## src/rtl/drf_pkg.sv

```systemverilog
// DES round function package: expansion (E), permutation (P) and S-box tables.
// No dependencies; used by des_round_function_top.
package drf_pkg;

  localparam int unsigned RHALF_W = 32;
  localparam int unsigned KEY_W   = 48;
  localparam int unsigned NUM_SBOX = 8;

  typedef logic [RHALF_W-1:0] rhalf_t;
  typedef logic [KEY_W-1:0]   rkey_t;

  // DES numbering: bit 1 is the MSB of the source word
  localparam logic [5:0] E_TAB [48] = '{
    6'd32, 6'd1,  6'd2,  6'd3,  6'd4,  6'd5,
    6'd4,  6'd5,  6'd6,  6'd7,  6'd8,  6'd9,
    6'd8,  6'd9,  6'd10, 6'd11, 6'd12, 6'd13,
    6'd12, 6'd13, 6'd14, 6'd15, 6'd16, 6'd17,
    6'd16, 6'd17, 6'd18, 6'd19, 6'd20, 6'd21,
    6'd20, 6'd21, 6'd22, 6'd23, 6'd24, 6'd25,
    6'd24, 6'd25, 6'd26, 6'd27, 6'd28, 6'd29,
    6'd28, 6'd29, 6'd30, 6'd31, 6'd32, 6'd1
  };

  localparam logic [5:0] P_TAB [32] = '{
    6'd16, 6'd7,  6'd20, 6'd21, 6'd29, 6'd12, 6'd28, 6'd17,
    6'd1,  6'd15, 6'd23, 6'd26, 6'd5,  6'd18, 6'd31, 6'd10,
    6'd2,  6'd8,  6'd24, 6'd14, 6'd32, 6'd27, 6'd3,  6'd9,
    6'd19, 6'd13, 6'd30, 6'd6,  6'd22, 6'd11, 6'd4,  6'd25
  };

  // [box][row][col]
  localparam logic [3:0] SBOX_TAB [8][4][16] = '{
    '{ '{4'd14,4'd4,4'd13,4'd1,4'd2,4'd15,4'd11,4'd8,4'd3,4'd10,4'd6,4'd12,4'd5,4'd9,4'd0,4'd7},
       '{4'd0,4'd15,4'd7,4'd4,4'd14,4'd2,4'd13,4'd1,4'd10,4'd6,4'd12,4'd11,4'd9,4'd5,4'd3,4'd8},
       '{4'd4,4'd1,4'd14,4'd8,4'd13,4'd6,4'd2,4'd11,4'd15,4'd12,4'd9,4'd7,4'd3,4'd10,4'd5,4'd0},
       '{4'd15,4'd12,4'd8,4'd2,4'd4,4'd9,4'd1,4'd7,4'd5,4'd11,4'd3,4'd14,4'd10,4'd0,4'd6,4'd13} },
    '{ '{4'd15,4'd1,4'd8,4'd14,4'd6,4'd11,4'd3,4'd4,4'd9,4'd7,4'd2,4'd13,4'd12,4'd0,4'd5,4'd10},
       '{4'd3,4'd13,4'd4,4'd7,4'd15,4'd2,4'd8,4'd14,4'd12,4'd0,4'd1,4'd10,4'd6,4'd9,4'd11,4'd5},
       '{4'd0,4'd14,4'd7,4'd11,4'd10,4'd4,4'd13,4'd1,4'd5,4'd8,4'd12,4'd6,4'd9,4'd3,4'd2,4'd15},
       '{4'd13,4'd8,4'd10,4'd1,4'd3,4'd15,4'd4,4'd2,4'd11,4'd6,4'd7,4'd12,4'd0,4'd5,4'd14,4'd9} },
    '{ '{4'd10,4'd0,4'd9,4'd14,4'd6,4'd3,4'd15,4'd5,4'd1,4'd13,4'd12,4'd7,4'd11,4'd4,4'd2,4'd8},
       '{4'd13,4'd7,4'd0,4'd9,4'd3,4'd4,4'd6,4'd10,4'd2,4'd8,4'd5,4'd14,4'd12,4'd11,4'd15,4'd1},
       '{4'd13,4'd6,4'd4,4'd9,4'd8,4'd15,4'd3,4'd0,4'd11,4'd1,4'd2,4'd12,4'd5,4'd10,4'd14,4'd7},
       '{4'd1,4'd10,4'd13,4'd0,4'd6,4'd9,4'd8,4'd7,4'd4,4'd15,4'd14,4'd3,4'd11,4'd5,4'd2,4'd12} },
    '{ '{4'd7,4'd13,4'd14,4'd3,4'd0,4'd6,4'd9,4'd10,4'd1,4'd2,4'd8,4'd5,4'd11,4'd12,4'd4,4'd15},
       '{4'd13,4'd8,4'd11,4'd5,4'd6,4'd15,4'd0,4'd3,4'd4,4'd7,4'd2,4'd12,4'd1,4'd10,4'd14,4'd9},
       '{4'd10,4'd6,4'd9,4'd0,4'd12,4'd11,4'd7,4'd13,4'd15,4'd1,4'd3,4'd14,4'd5,4'd2,4'd8,4'd4},
       '{4'd3,4'd15,4'd0,4'd6,4'd10,4'd1,4'd13,4'd8,4'd9,4'd4,4'd5,4'd11,4'd12,4'd7,4'd2,4'd14} },
    '{ '{4'd2,4'd12,4'd4,4'd1,4'd7,4'd10,4'd11,4'd6,4'd8,4'd5,4'd3,4'd15,4'd13,4'd0,4'd14,4'd9},
       '{4'd14,4'd11,4'd2,4'd12,4'd4,4'd7,4'd13,4'd1,4'd5,4'd0,4'd15,4'd10,4'd3,4'd9,4'd8,4'd6},
       '{4'd4,4'd2,4'd1,4'd11,4'd10,4'd13,4'd7,4'd8,4'd15,4'd9,4'd12,4'd5,4'd6,4'd3,4'd0,4'd14},
       '{4'd11,4'd8,4'd12,4'd7,4'd1,4'd14,4'd2,4'd13,4'd6,4'd15,4'd0,4'd9,4'd10,4'd4,4'd5,4'd3} },
    '{ '{4'd12,4'd1,4'd10,4'd15,4'd9,4'd2,4'd6,4'd8,4'd0,4'd13,4'd3,4'd4,4'd14,4'd7,4'd5,4'd11},
       '{4'd10,4'd15,4'd4,4'd2,4'd7,4'd12,4'd9,4'd5,4'd6,4'd1,4'd13,4'd14,4'd0,4'd11,4'd3,4'd8},
       '{4'd9,4'd14,4'd15,4'd5,4'd2,4'd8,4'd12,4'd3,4'd7,4'd0,4'd4,4'd10,4'd1,4'd13,4'd11,4'd6},
       '{4'd4,4'd3,4'd2,4'd12,4'd9,4'd5,4'd15,4'd10,4'd11,4'd14,4'd1,4'd7,4'd6,4'd0,4'd8,4'd13} },
    '{ '{4'd4,4'd11,4'd2,4'd14,4'd15,4'd0,4'd8,4'd13,4'd3,4'd12,4'd9,4'd7,4'd5,4'd10,4'd6,4'd1},
       '{4'd13,4'd0,4'd11,4'd7,4'd4,4'd9,4'd1,4'd10,4'd14,4'd3,4'd5,4'd12,4'd2,4'd15,4'd8,4'd6},
       '{4'd1,4'd4,4'd11,4'd13,4'd12,4'd3,4'd7,4'd14,4'd10,4'd15,4'd6,4'd8,4'd0,4'd5,4'd9,4'd2},
       '{4'd6,4'd11,4'd13,4'd8,4'd1,4'd4,4'd10,4'd7,4'd9,4'd5,4'd0,4'd15,4'd14,4'd2,4'd3,4'd12} },
    '{ '{4'd13,4'd2,4'd8,4'd4,4'd6,4'd15,4'd11,4'd1,4'd10,4'd9,4'd3,4'd14,4'd5,4'd0,4'd12,4'd7},
       '{4'd1,4'd15,4'd13,4'd8,4'd10,4'd3,4'd7,4'd4,4'd12,4'd5,4'd6,4'd11,4'd0,4'd14,4'd9,4'd2},
       '{4'd7,4'd11,4'd4,4'd1,4'd9,4'd12,4'd14,4'd2,4'd0,4'd6,4'd10,4'd13,4'd15,4'd3,4'd5,4'd8},
       '{4'd2,4'd1,4'd14,4'd7,4'd4,4'd10,4'd8,4'd13,4'd15,4'd12,4'd9,4'd0,4'd3,4'd5,4'd6,4'd11} }
  };

endpackage

```

## src/rtl/des_round_function_top.sv

```systemverilog
// DES round function f(R, K): E expansion, key mix, S-boxes, P permutation.
// Depends on drf_pkg for the permutation and S-box tables.
//
// Takes one item per clock and never stalls: busy is held low, so every start
// is a transfer. The result appears on out_f_result with out_valid high for one
// cycle, after the transfer has passed through the input register and then the
// result register, with E/xor/S-box/P as a single layer of logic between them.
// The receiver cannot hold results off and needs no flow control here.
module des_round_function_top
  import drf_pkg::*;
(
  input  logic        clk,
  input  logic        rst_n,
  input  logic        start,
  output logic        busy,
  input  logic [31:0] in_right_half,
  input  logic [47:0] in_round_key,
  output logic        out_valid,
  output logic [31:0] out_f_result
);

  logic   in_vld_r, in_vld_nxt;
  rhalf_t rh_r;
  rkey_t  key_r;
  logic   out_vld_r, out_vld_nxt;
  rhalf_t f_r;

  rkey_t  exp_w;
  rkey_t  mix_w;
  rhalf_t sbox_w;
  rhalf_t f_w;

  assign busy        = 1'b0;
  assign in_vld_nxt  = start & ~busy;
  assign out_vld_nxt = in_vld_r;

  always_ff @(posedge clk) begin
    if (!rst_n) begin
      in_vld_r  <= 1'b0;
      out_vld_r <= 1'b0;
    end else begin
      in_vld_r  <= in_vld_nxt;
      out_vld_r <= out_vld_nxt;
    end
  end

  always_ff @(posedge clk) begin
    if (in_vld_nxt) begin
      rh_r  <= in_right_half;
      key_r <= in_round_key;
    end
    if (in_vld_r) begin
      f_r <= f_w;
    end
  end

  // E expansion: DES bit n of a 32-bit word is vector bit 32-n
  for (genvar g = 0; g < 48; g++) begin : g_exp
    localparam int unsigned ESRC = 32 - int'(E_TAB[g]);
    assign exp_w[47-g] = rh_r[ESRC];
  end

  assign mix_w = exp_w ^ key_r;

  // row = outer bits, column = inner four bits of each 6-bit group
  for (genvar b = 0; b < NUM_SBOX; b++) begin : g_sbox
    logic [5:0] six;
    logic [1:0] row;
    logic [3:0] col;
    assign six = mix_w[47-6*b -: 6];
    assign row = {six[5], six[0]};
    assign col = six[4:1];
    assign sbox_w[31-4*b -: 4] = SBOX_TAB[b][row][col];
  end

  for (genvar p = 0; p < 32; p++) begin : g_perm
    localparam int unsigned PSRC = 32 - int'(P_TAB[p]);
    assign f_w[31-p] = sbox_w[PSRC];
  end

  assign out_valid    = out_vld_r;
  assign out_f_result = f_r;

  // every transfer yields exactly one strobe, after the input and result registers
  a_start_to_out: assert property (@(posedge clk) disable iff (!rst_n)
    (start && !busy) |=> ##1 out_valid)
    else $error("transfer without result strobe");

  a_no_spurious: assert property (@(posedge clk) disable iff (!rst_n)
    !in_vld_r |=> !out_valid)
    else $error("result strobe without a transfer");

  a_never_busy: assert property (@(posedge clk) disable iff (!rst_n)
    out_valid |-> !busy)
    else $error("busy raised while results flow");

endmodule
```

## config.mk

```make
export PLATFORM = sky130hd
export DESIGN_NAME = des_round_function_top
export DESIGN_NICKNAME = d
export VERILOG_FILES = /design/src/rtl/drf_pkg.sv /design/src/rtl/des_round_function_top.sv
export SDC_FILE = /design/constraint.sdc
export NUM_CORES = 1
export LEC_CHECK = 0
export BUFFER_PORTS_ARGS = -buffer_cell sky130_fd_sc_hd__buf_2
export CAP_MARGIN = 20
export CORE_MARGIN = 1
export CORE_UTILIZATION = 54
export CTS_CLUSTER_DIAMETER = 30
export DETAILED_ROUTE_END_ITERATION = 6
export PLACE_DENSITY = 0.78
export SYNTH_ARGS = -nofsm -noshare
export SYNTH_HDL_FRONTEND = slang
export SYNTH_SLANG_ARGS = --single-unit
```

## constraint.sdc

```tcl
create_clock -name clk -period 2.76 [get_ports clk]
set_input_delay 0.828 -clock clk [delete_from_list [all_inputs] [get_ports clk]]
set_output_delay 0.828 -clock clk [all_outputs]
set_load 0.1 [all_outputs]
```

======== Yosys cells after proc, flatten, opt, wreduce, memory -nomap -nowiden ========
Index checks and enable logic that the tools add are counted.
storage, ports and cells
  latch bits .............................. 0
  logic and storage cells ................. 86
  bits in writable memories ............... 0
  register bits after elaboration ......... 114
  bits of input ports ..................... 83
  output and inout bits ................... 34
  memories ................................ 0
  memory bits (read-only) ................. 0
cells by class
  $lt $le $gt $ge ......................... 16
  muxes and demuxes ....................... 48
  multipliers ............................. 0
  shifts and indexed selects .............. 0
  reductions and logical operators ........ 0
  add/subtract/negate cells ............... 0
  bitwise gates (word level) .............. 17
  divide/modulo/power cells ............... 0
  equality and inequality tests ........... 0
operators with widths
  operator                                    count
  binary-select mux 64 bit (select 2 bit)     8
  two-way mux 64 bit                          16
  binary-select mux 4 bit (select 4 bit)      8
  two-way mux 4 bit                           16
  bitwise XOR 48 bit                          1
  >= comparator 5 bit, second input constant  8
  inverter 4 -> 5 bit                         8
  >= comparator 3 bit, second input constant  8
  inverter 2 -> 3 bit                         8

======== Longest topological paths before layout ========
Gate-level depths: netlist (run 1).
  word-level depth ........................ 8
  gate-level depth with buffers ........... 9

======== Worst setup path before layout (run 1) ========
Ideal clock, no wire load.
  path type ............................... register to register
  from .................................... register rh_r[28]
  to ...................................... register f_r[19], in the netlist out_f_result[19], data pin
  library setup time ...................... 0.272 ns
  data required time ...................... 2.488 ns
  stages on the path, launching flop included .. 7
  arrival time ............................ 2.424 ns
  setup slack ............................. 0.064 ns
  path through ............................ edfxtp_1 > xor2_1 > inv_1 > ha_1 > or3_1 > o311a_1 > mux4_2
between the ends
  cells in the longest elaborated chain, start to end .. 8
RTL lines
  element                                                line                          RTL
  start, declared                                        des_round_function_top.sv:23  rhalf_t rh_r;
  start signal, assigned                                 des_round_function_top.sv:49  rh_r <= in_right_half;
  bitwise XOR 48 bit                                     des_round_function_top.sv:63  assign mix_w = exp_w ^ key_r;
  inverter 2 -> 3 bit (implied by the code)              des_round_function_top.sv:73  assign sbox_w[31-4*b -: 4] = SBOX_TAB[b][row][col];
  binary-select mux 64 bit (select 2 bit)                des_round_function_top.sv:73
  two-way mux 64 bit (implied by the code) (2 in a row)  des_round_function_top.sv:73
  binary-select mux 4 bit (select 4 bit)                 des_round_function_top.sv:73
  two-way mux 4 bit (implied by the code) (2 in a row)   des_round_function_top.sv:73
  net f_w[19]                                            des_round_function_top.sv:31  rhalf_t f_w;
  end signal, assigned                                   des_round_function_top.sv:53  f_r <= f_w;
  end, declared                                          des_round_function_top.sv:26  rhalf_t f_r;
The timed path passes the listed nets, and every way through them passes these cells. The select of a mux whose other input is x is not followed.
A chain may end at the register's enable or synchronous reset.

======== Final worst setup path (run 1) ========
  from .................................... register rh_r[31]
  to ...................................... register f_r[27], in the netlist out_f_result[27], data pin
The elaborated chain is that of the path after synthesis.

==> results.toml, run 1 <==
[status]
outcome = "finished clean"

[setup_path]
worstPathArrival_ns = 2.74
cp_common_cell = "mux4_2"
r2r-start = "rh_r[31]"
critPathTopFamily = "multiplexers"
crit_fanout = 12
worst-r2r-cell-count = 5
end_kind = "flop"
cp-start-kind = "flop"
crit_chain = "xnor2_4 -> inv_2 -> ha_1 -> mux4_2 -> mux4_2"
r2r_end = "out_f_result[27]"
slowest_stage = "edfxtp_1"
crit_buf_inv = 1
worstPathRequired_ns = 2.92
criticalPathCategory = "reg2reg"
reg2reg_slack_ns = 0.19
crit_path_max_incr_delay_ns = 0.53

[min_path]
hold_path.class = "in2reg"
hold_path_end = "key_r[45]"
holdPathStages = 1
worstHoldStart = "in_round_key[45]"

[clocking]
clk_pin_slew_ns = 0.06
clk_latency_ns = 0.43
cts_buffers = 17
clock_path_buffers = 2
cts_max_level = 4
clkSinkCount = 114
cts_tree = "built"
cts_root_buf = "clkbuf_16"

[synthesis]
yosysWarnings = 0
ys_top_cells_by_area = "edfxtp_1, ha_1, xnor2_1, mux4_2, nand2_1"
syn_area_um2 = 8715
yosys.area.top_type_share_pct = 38.59
syn-num-nets = 1000
syn_area_per_cell_um2 = 10.16
ys_types = 63
yosysMostFrequentCell = "edfxtp_1"
synth_flop_cell = "edfxtp_1"
synth-async-reset-ratio_pct = 0
synth_commonest_cells = "edfxtp_1, nand2_1, nor2_1, ha_1, xnor2_1"
synthCells = 858
ys_ff_latch = 114
synth_top_area_cell = "edfxtp_1"
synth_edf_count = 112
ys_seq_area_share_pct = 39.05

[global_route]
grt_use_total_pct = 24.74
first_global_vias = 6749
grt_max_degree = 48
grt_antenna_before_repair = 0
overflow = 0
grt_pass1_wl_mm = 32.51

[routing]
avgViaCountPerCell = 6.024
first_pass_iters = 5
routedWlPerCell_um = 16.63
drc_errors = 0
routed_wl_mm = 20.51
first_iter_violations = 746
ant_nets = 0
via_count = 7428

[pwr]
p_leak_nw = 4.110
clkPwrFrac_pct = 28.8
p_sw_mw = 3.111
comb_power_share_pct = 42.8
power_mw = 8.030
cell_internal_pwr_mw = 4.919
power.share.switching_pct = 38.74
irDropWorstVdd_mv = 0.4608
p_per_area_nw_per_um2 = 770.0
seqPwrFrac_pct = 28.4

[timing]
skew_ns = 0.01507
fmaxAchievable_mhz = 388.5
maxSlewHeadroom_pct = 37.05
final-hold-violation-count = 0
rsz0062_at_grt = "false"
maxSlewViolCount = 0
worstMarginPinSlew_ns = 0.9410
period_needed_ns = 2.574
fin_tns_setup_ns = 0
setup_violations = 0
layout_setup_ws_ns = 0.1859
finalCritPeriodShare_pct = 93.26

[die]
initial_utilization_pct = 55.06
core_um2 = 15830
die_x_um = 129.0
chipHeight_um = 129.0
core.rowCount = 46
die_area_um2 = 16650
io_pins = 117

[cells_and_area]
post-route-util_pct = 65.89
drive_gt1_share_pct = 23.80
syn2layout_area_growth_pct = 19.67
nNetsFinal = 1146
n_antenna_cell = 0
design_area_um2 = 10430

[placement]
numPortBuffers = 115
dpl_cell_area_um2 = 9804
gp_congestion = 0.9304
dp_slack_ns = 0.1419
hpwl_mm = 14.13

[run]
cap_violations = 0
[through the flow]
stage,hold slack (ns),cells
6_report,0.5713,1233
5_1_grt,0.5678,1233
3_5_place_dp,0.7742,1201
2_1_floorplan,0.6910,858
4_1_cts,0.5625,1233
3_3_place_gp,0.7588,1201
[worst max-delay path by stage]
stage / cells past startpoint / slack, ns / end / from
floorplan: 6 / 0.06 / out_f_result[19] / rh_r[28]
global placement: 4 / 0.23 / out_f_result[27] / rh_r[4]
detailed placement: 4 / 0.14 / out_f_result[27] / rh_r[4]
CTS: 4 / 0.11 / out_f_result[27] / rh_r[4]
global route: 8 / 0.04 / out_f_result[16] / rh_r[19]
finish: 5 / 0.19 / out_f_result[27] / rh_r[31]
[metal layers]
layer | up-vias | part of all wire, % | track usage [%]
met5 | - | 0 | 0
met4 | 0 | 2.2 | 10.31
met3 | 40 | 5.7 | 4.129
met2 | 338 | 50 | 41.91
met1 | 3493 | 42 | 31.53
li1 | 3557 | - | -
[power by group through the flow]
stage | Sequential (mW) | Clock, mW | Combinational [mW]
final | 2.28 | 2.31 | 3.44
after global routing | 2.30 | 2.40 | 3.71
after CTS | 2.28 | 2.35 | 3.39
after detailed placement | 2.32 | 0 | 3.35
after global placement | 2.31 | 0 | 3.31
after floorplan | 2.87 | 0 | 2.03
[registers in the layout (all words and copies together), names as in the netlist]
name and cells:
out_f_result 32, rh_r 32, in_vld_r 1, key_r 48, out_valid 1
[kinds of logic (layout without fill, tap and decap cells)]
kind of cell / Yosys count / after routing / synth area share (%)
flip-flops: 114 / 114 / 39.05
adder cells (fa/ha/maj): 59 / 59 / 8.471
multiplexers: 45 / 45 / 7.940
AO/OA/AOI/OAI: 233 / 233 / 18.69
buffers and inverters: 74 / 233 / 3.489
other: 1 / 1 / 0.04303
AND/OR/NAND/NOR: 237 / 237 / 11.82
XOR/XNOR: 95 / 95 / 10.50
[area by class of cell]
| class | count | area (um^2) |
|---|---|---|
| Clock buffer | 17 | 425.4 |
| Clock inverter | 15 | 191.4 |
| Fill cell | 1181 | 5399 |
| Inverter | 31 | 118.9 |
| Multi-Input combinational cell | 670 | 5015 |
| Sequential cell | 114 | 3405 |
| Tap cell | 216 | 270.3 |
| Timing Repair Buffer | 170 | 1003 |
[placed cells by master (no fill, tap or decap), drive strengths merged, types with 11 or more instances in the layout]
master / instances
buf: 170
edfxtp: 112
nand2: 84
nor2: 69
ha: 59
xnor2: 58
a21oi: 43
o21ai: 38
xor2: 37
inv: 31
nor3: 29
nand3: 28
o211ai: 25
a211oi: 23
mux2i: 23
mux4: 19
clkbuf: 17
a31oi: 13
o311ai: 11
[what timing repair did]
| action | CTS | global route |
|---|---|---|
| gates resized for setup | 0 | 1 |
| endpoints found under the setup margin | 0 | 2 |
| buffers inserted | 0 | 0 |
| hold buffers | 0 | 0 |
No activity file was read; power rests on OpenSTA's default activity.
==> run 2, diff against run 1 <==
- CORE_UTILIZATION: 54 -> 55
- CTS_BUF_LIST: unset -> sky130_fd_sc_hd__clkbuf_8
- PLACE_DENSITY: 0.78 -> 0.8
==> run 2 against run 1 <==
Net effect:
- hold slack worse by 0.013 ns
- fmax increased by 3.1%
- non-clock buffer count rose by 1
- power down 12%
- combinational power hardly changed
- global-route usage rose by 0.48 points
- via count barely moved
- routed wire length down 2.8%
- critical path type unchanged
==> results.toml, run 2 (synthesis results as in run 1) <==
[global_route]
grt_max_degree = 46
grt_use_total_pct = 25.22
first_global_vias = 6902
grt_antenna_before_repair = 0
overflow = 0
grt_pass1_wl_mm = 32.79

[setup_path]
criticalPathCategory = "reg2reg"
r2r_end = "out_f_result[27]"
endpoint = "out_f_result[27]"
reg2reg_slack_ns = 0.26
cp-startpoint = "rh_r[31]"
r2r-start = "rh_r[31]"
end_kind = "flop"
worstPathArrival_ns = 2.68
cp-start-kind = "flop"
worst-r2r-cell-count = 4
worstPathRequired_ns = 2.94
crit_fanout = 12

[min_path]
hold_path.class = "in2reg"

[clocking]
cts_tree = "built"
holdBufCountCts = 0
clkSinkCount = 114
cts_buffers = 17
clk_pin_slew_ns = 0.07
clk_latency_ns = 0.44
cts_max_level = 4
cts_root_buf = "clkbuf_8"
clock_path_buffers = 2

[timing]
skew_ns = 0.007102
fin_tns_setup_ns = 0
worstMarginPinSlew_ns = 0.9766
period_needed_ns = 2.496
finalCritPeriodShare_pct = 90.42
fmaxAchievable_mhz = 400.7
maxSlewViolCount = 0
rsz0062_at_grt = "false"
final-hold-violation-count = 0
setup_violations = 0
maxSlewHeadroom_pct = 34.90

[pwr]
seqPwrFrac_pct = 32.1
cell_internal_pwr_mw = 4.181
p_sw_mw = 2.925
comb_power_share_pct = 48.2
power.share.switching_pct = 41.16
clkPwrFrac_pct = 19.7
p_leak_nw = 4.028
irDropWorstVdd_mv = 0.4082
p_per_area_nw_per_um2 = 699.1

[placement]
hpwl_mm = 14.28
post-place-cells = 1197
gp_congestion = 0.9508
numPortBuffers = 115

[die]
core_um2 = 15310
die_area_um2 = 16350
io_pins = 117
core.rowCount = 45
chipHeight_um = 127.9
initial_utilization_pct = 56.90
die_x_um = 127.9

[routing]
first_iter_violations = 712
first_pass_iters = 5
ant_nets = 0
routedWlPerCell_um = 16.23
via_count = 7425
drc_errors = 0
routed_wl_mm = 19.93
avgViaCountPerCell = 6.046

[cells_and_area]
layout_commonest_cell = "buf_2"
stdcell_count = 1228
nNetsFinal = 1147
post-route-util_pct = 66.37
syn2layout_area_growth_pct = 16.64
regMostFlops = "key_r"
drive_gt1_share_pct = 23.30
final_cell_mix = "buf_2, edfxtp_1, nand2_1"
n_antenna_cell = 0
largest_reg_flops = 48

[status]
outcome = "finished clean"

[run]
cap_violations = 0
## run 2: worst min path at each step
stage	from	end	cells past startpoint
after detailed placement	key_r[34]	out_f_result[8]	2
after global placement	key_r[34]	out_f_result[8]	2
after global routing	in_round_key[32]	key_r[32]	1
final	in_round_key[32]	key_r[32]	1
after CTS	in_round_key[5]	key_r[5]	1
after floorplan	key_r[34]	out_f_result[8]	2
## run 2: per-layer routing
| metal | wire length [um] | part of all wire [%] | global-route usage (%) | vias to the layer above |
|---|---|---|---|---|
| met5 | 0 | 0 | 0 | - |
| met4 | 467 | 2.3 | 10.93 | 0 |
| met3 | 1259 | 6.3 | 5.008 | 42 |
| met2 | 9672 | 49 | 41.11 | 351 |
| met1 | 8526 | 43 | 32.73 | 3470 |
| li1 | - | - | - | 3562 |
## run 2: area by class of cell
| class | instances | area (um^2) |
|---|---|---|
| timing repair buffer | 171 | 1011 |
| multi-input combinational | 670 | 5022 |
| clock buffer | 17 | 234.0 |
| inverter | 31 | 118.9 |
| clock inverter | 14 | 110.1 |
| fill | 1219 | 5150 |
| sequential | 114 | 3405 |
| tap | 211 | 264.0 |
## run 2: per-stage QoR
stage	total power, mW	cell area, um^2	hold WS [ns]	setup WS, ns
floorplan	4.896	8715	0.6910	0.06411
global placement	5.621	9806	0.7646	0.2190
detailed placement	5.679	9806	0.7765	0.1505
CTS	7.096	10150	0.5187	0.1346
global route	7.510	10160	0.5250	0.04492
finish	7.106	10160	0.5584	0.2644
## run 2: power by group through the flow
stage	clock, mW	combinational (mW)	sequential [mW]
3_5_place_dp	0	3.36	2.31
6_report	1.40	3.43	2.28
4_1_cts	1.44	3.38	2.28
5_1_grt	1.50	3.71	2.30
3_3_place_gp	0	3.32	2.31
2_1_floorplan	0	2.03	2.87
## run 2: critical path: stages (launching register included)
cell      delay (ns)
edfxtp_1        0.52
xnor2_4         0.38
ha_1            0.40
mux4_2          0.49
mux4_2          0.45
## run 2: repair_timing
action	CTS	global route
resized for setup	0	2
endpoints found under the hold margin	0	0
setup buffers	0	0
endpoints found under the setup margin	0	4
==> run 3, diff against run 2 <==
- clock period: 2.76 -> 2.09 ns (I/O delays scaled with it)
==> run 3 against run 2 <==
Net effect:
- the run now ends with setup timing left
- combinational power increased by 88%
- clock skew increased by 0.0041 ns
- clock power increased by 59%
- first-iteration DRC count increased by 10%
- critical endpoint unchanged
==> results.toml, run 3 (synthesis results as in run 1) <==
[status]
outcome = "finished, violations left"
failed_checks = "setup timing"

[min_path]
holdPathStages = 1
hold_path_end = "key_r[31]"
hold_path.class = "in2reg"
worstHoldStart = "in_round_key[31]"

[pwr]
p_per_area_nw_per_um2 = 903.9
p_leak_nw = 5.132
irDropWorstVdd_mv = 0.6984

[setup_path]
criticalPathCategory = "reg2reg"
crit_fanout = 6
r2r_end = "out_f_result[27]"
r2r-start = "rh_r[31]"
worstPathRequired_ns = 2.29
cp-start-kind = "flop"
worstPathArrival_ns = 2.50
worst-r2r-cell-count = 4
reg2reg_slack_ns = -0.21
end_kind = "flop"

[timing]
maxSlewViolCount = 0
final-hold-violation-count = 0
rsz0062_at_grt = "true"
finalCritPeriodShare_pct = 110.3
period_needed_ns = 2.304
worstMarginPinSlew_ns = 0.7293
maxSlewHeadroom_pct = 51.21
fmaxAchievable_mhz = 434.0
layout_setup_ws_ns = -0.2143
setup_violations = 22
skew_ns = 0.01120

[cells_and_area]
regMostFlops = "key_r"
largest_reg_flops = 48
stdcell_count = 1394
n_antenna_cell = 0
nNetsFinal = 1312
design_area_um2 = 12970
final_cell_mix = "buf_4, buf_2, edfxtp_1"
syn2layout_area_growth_pct = 48.83
drive_gt1_share_pct = 47.00
layout_commonest_cell = "buf_4"

[clocking]
cts_buffers = 17
cts_max_level = 4
cts_tree = "built"
clkSinkCount = 114
holdBufCountCts = 0
clk_pin_slew_ns = 0.07
clk_latency_ns = 0.46
cts_root_buf = "clkbuf_8"
clock_path_buffers = 2

[run]
cap_violations = 0

[routing]
via_count = 8582
first_iter_violations = 786
ant_nets = 0
routedWlPerCell_um = 19.30
avgViaCountPerCell = 6.156
drc_errors = 0
first_pass_iters = 5
routed_wl_mm = 26.90

[placement]
dp_slack_ns = -0.1403
hpwl_mm = 16.60
gp_congestion = 0.9715
post-place-cells = 1320
numPortBuffers = 115
dpl_cell_area_um2 = 11150

[global_route]
grt_pass1_wl_mm = 37.78
overflow = 0
grt_use_total_pct = 29.52
grt_max_degree = 48
first_global_vias = 7870
grt_antenna_before_repair = 0

[die]
die_area_um2 = 16350
io_pins = 117
core.rowCount = 45
initial_utilization_pct = 56.90
chipHeight_um = 127.9
die_x_um = 127.9
core_um2 = 15310
-- run 3: worst max-delay path by stage --
stage / endpoint / startpoint / depth (start not counted)
final: out_f_result[27] / rh_r[31] / 4
after global routing: out_f_result[5] / rh_r[31] / 8
after CTS: out_f_result[27] / key_r[0] / 5
after detailed placement: out_f_result[18] / key_r[23] / 6
after global placement: out_f_result[18] / key_r[23] / 6
after floorplan: out_f_result[27] / rh_r[31] / 5
-- run 3: power breakdown --
part | leakage, nW | internal (mW) | total, mW | switching [mW]
logic | 3.81 | 2.82 | 6.45 | 3.64
clock network | 0.216 | 1.29 | 2.22 | 0.929
registers | 1.10 | 2.85 | 3.05 | 0.204
total | 5.13 | 6.95 | 11.7 | 4.77
-- run 3: layout make-up --
cell class | instances | area, um^2
clock buffer | 21 | 289.0
clock inverter | 11 | 135.1
fill | 823 | 2345
inverter | 31 | 148.9
multi-input combinational | 671 | 6265
sequential | 114 | 3405
tap | 211 | 264.0
timing repair buffer | 335 | 2464
-- run 3: worst max-delay path: stages (launching register included) --
cell and delay, ns:
edfxtp_1 0.50, xnor2_4 0.34, ha_4 0.28, mux4_2 0.46, mux4_2 0.46
-- run 3: stage by stage --
step / util (%) / hold WS, ns / TNS, ns / power (mW)
global route: 84.69 / 0.3106 / -4.022 / 12.26
CTS: 78.99 / 0.3123 / -0.6026 / 10.92
detailed placement: 72.83 / 0.5945 / -2.050 / 8.382
finish: 84.69 / 0.3375 / -1.886 / 11.72
floorplan: - / 0.6911 / -1.518 / 6.695
global placement: 72.83 / 0.5954 / -1.061 / 8.289
-- run 3: metal layers --
layer	wire, um	global-route usage (%)	vias up
met1	9868	35.57	4050
met4	1301	14.33	0
met5	0	0	-
met3	1901	6.010	132
met2	13830	50.54	519
li1	-	-	3881
-- run 3: what timing repair did --
item                       4_1_cts  5_1_grt
buffers inserted                19       22
gates cloned                     0        2
resized for setup               76      140
pin swaps                       35       64
setup endpoints to repair       29       32
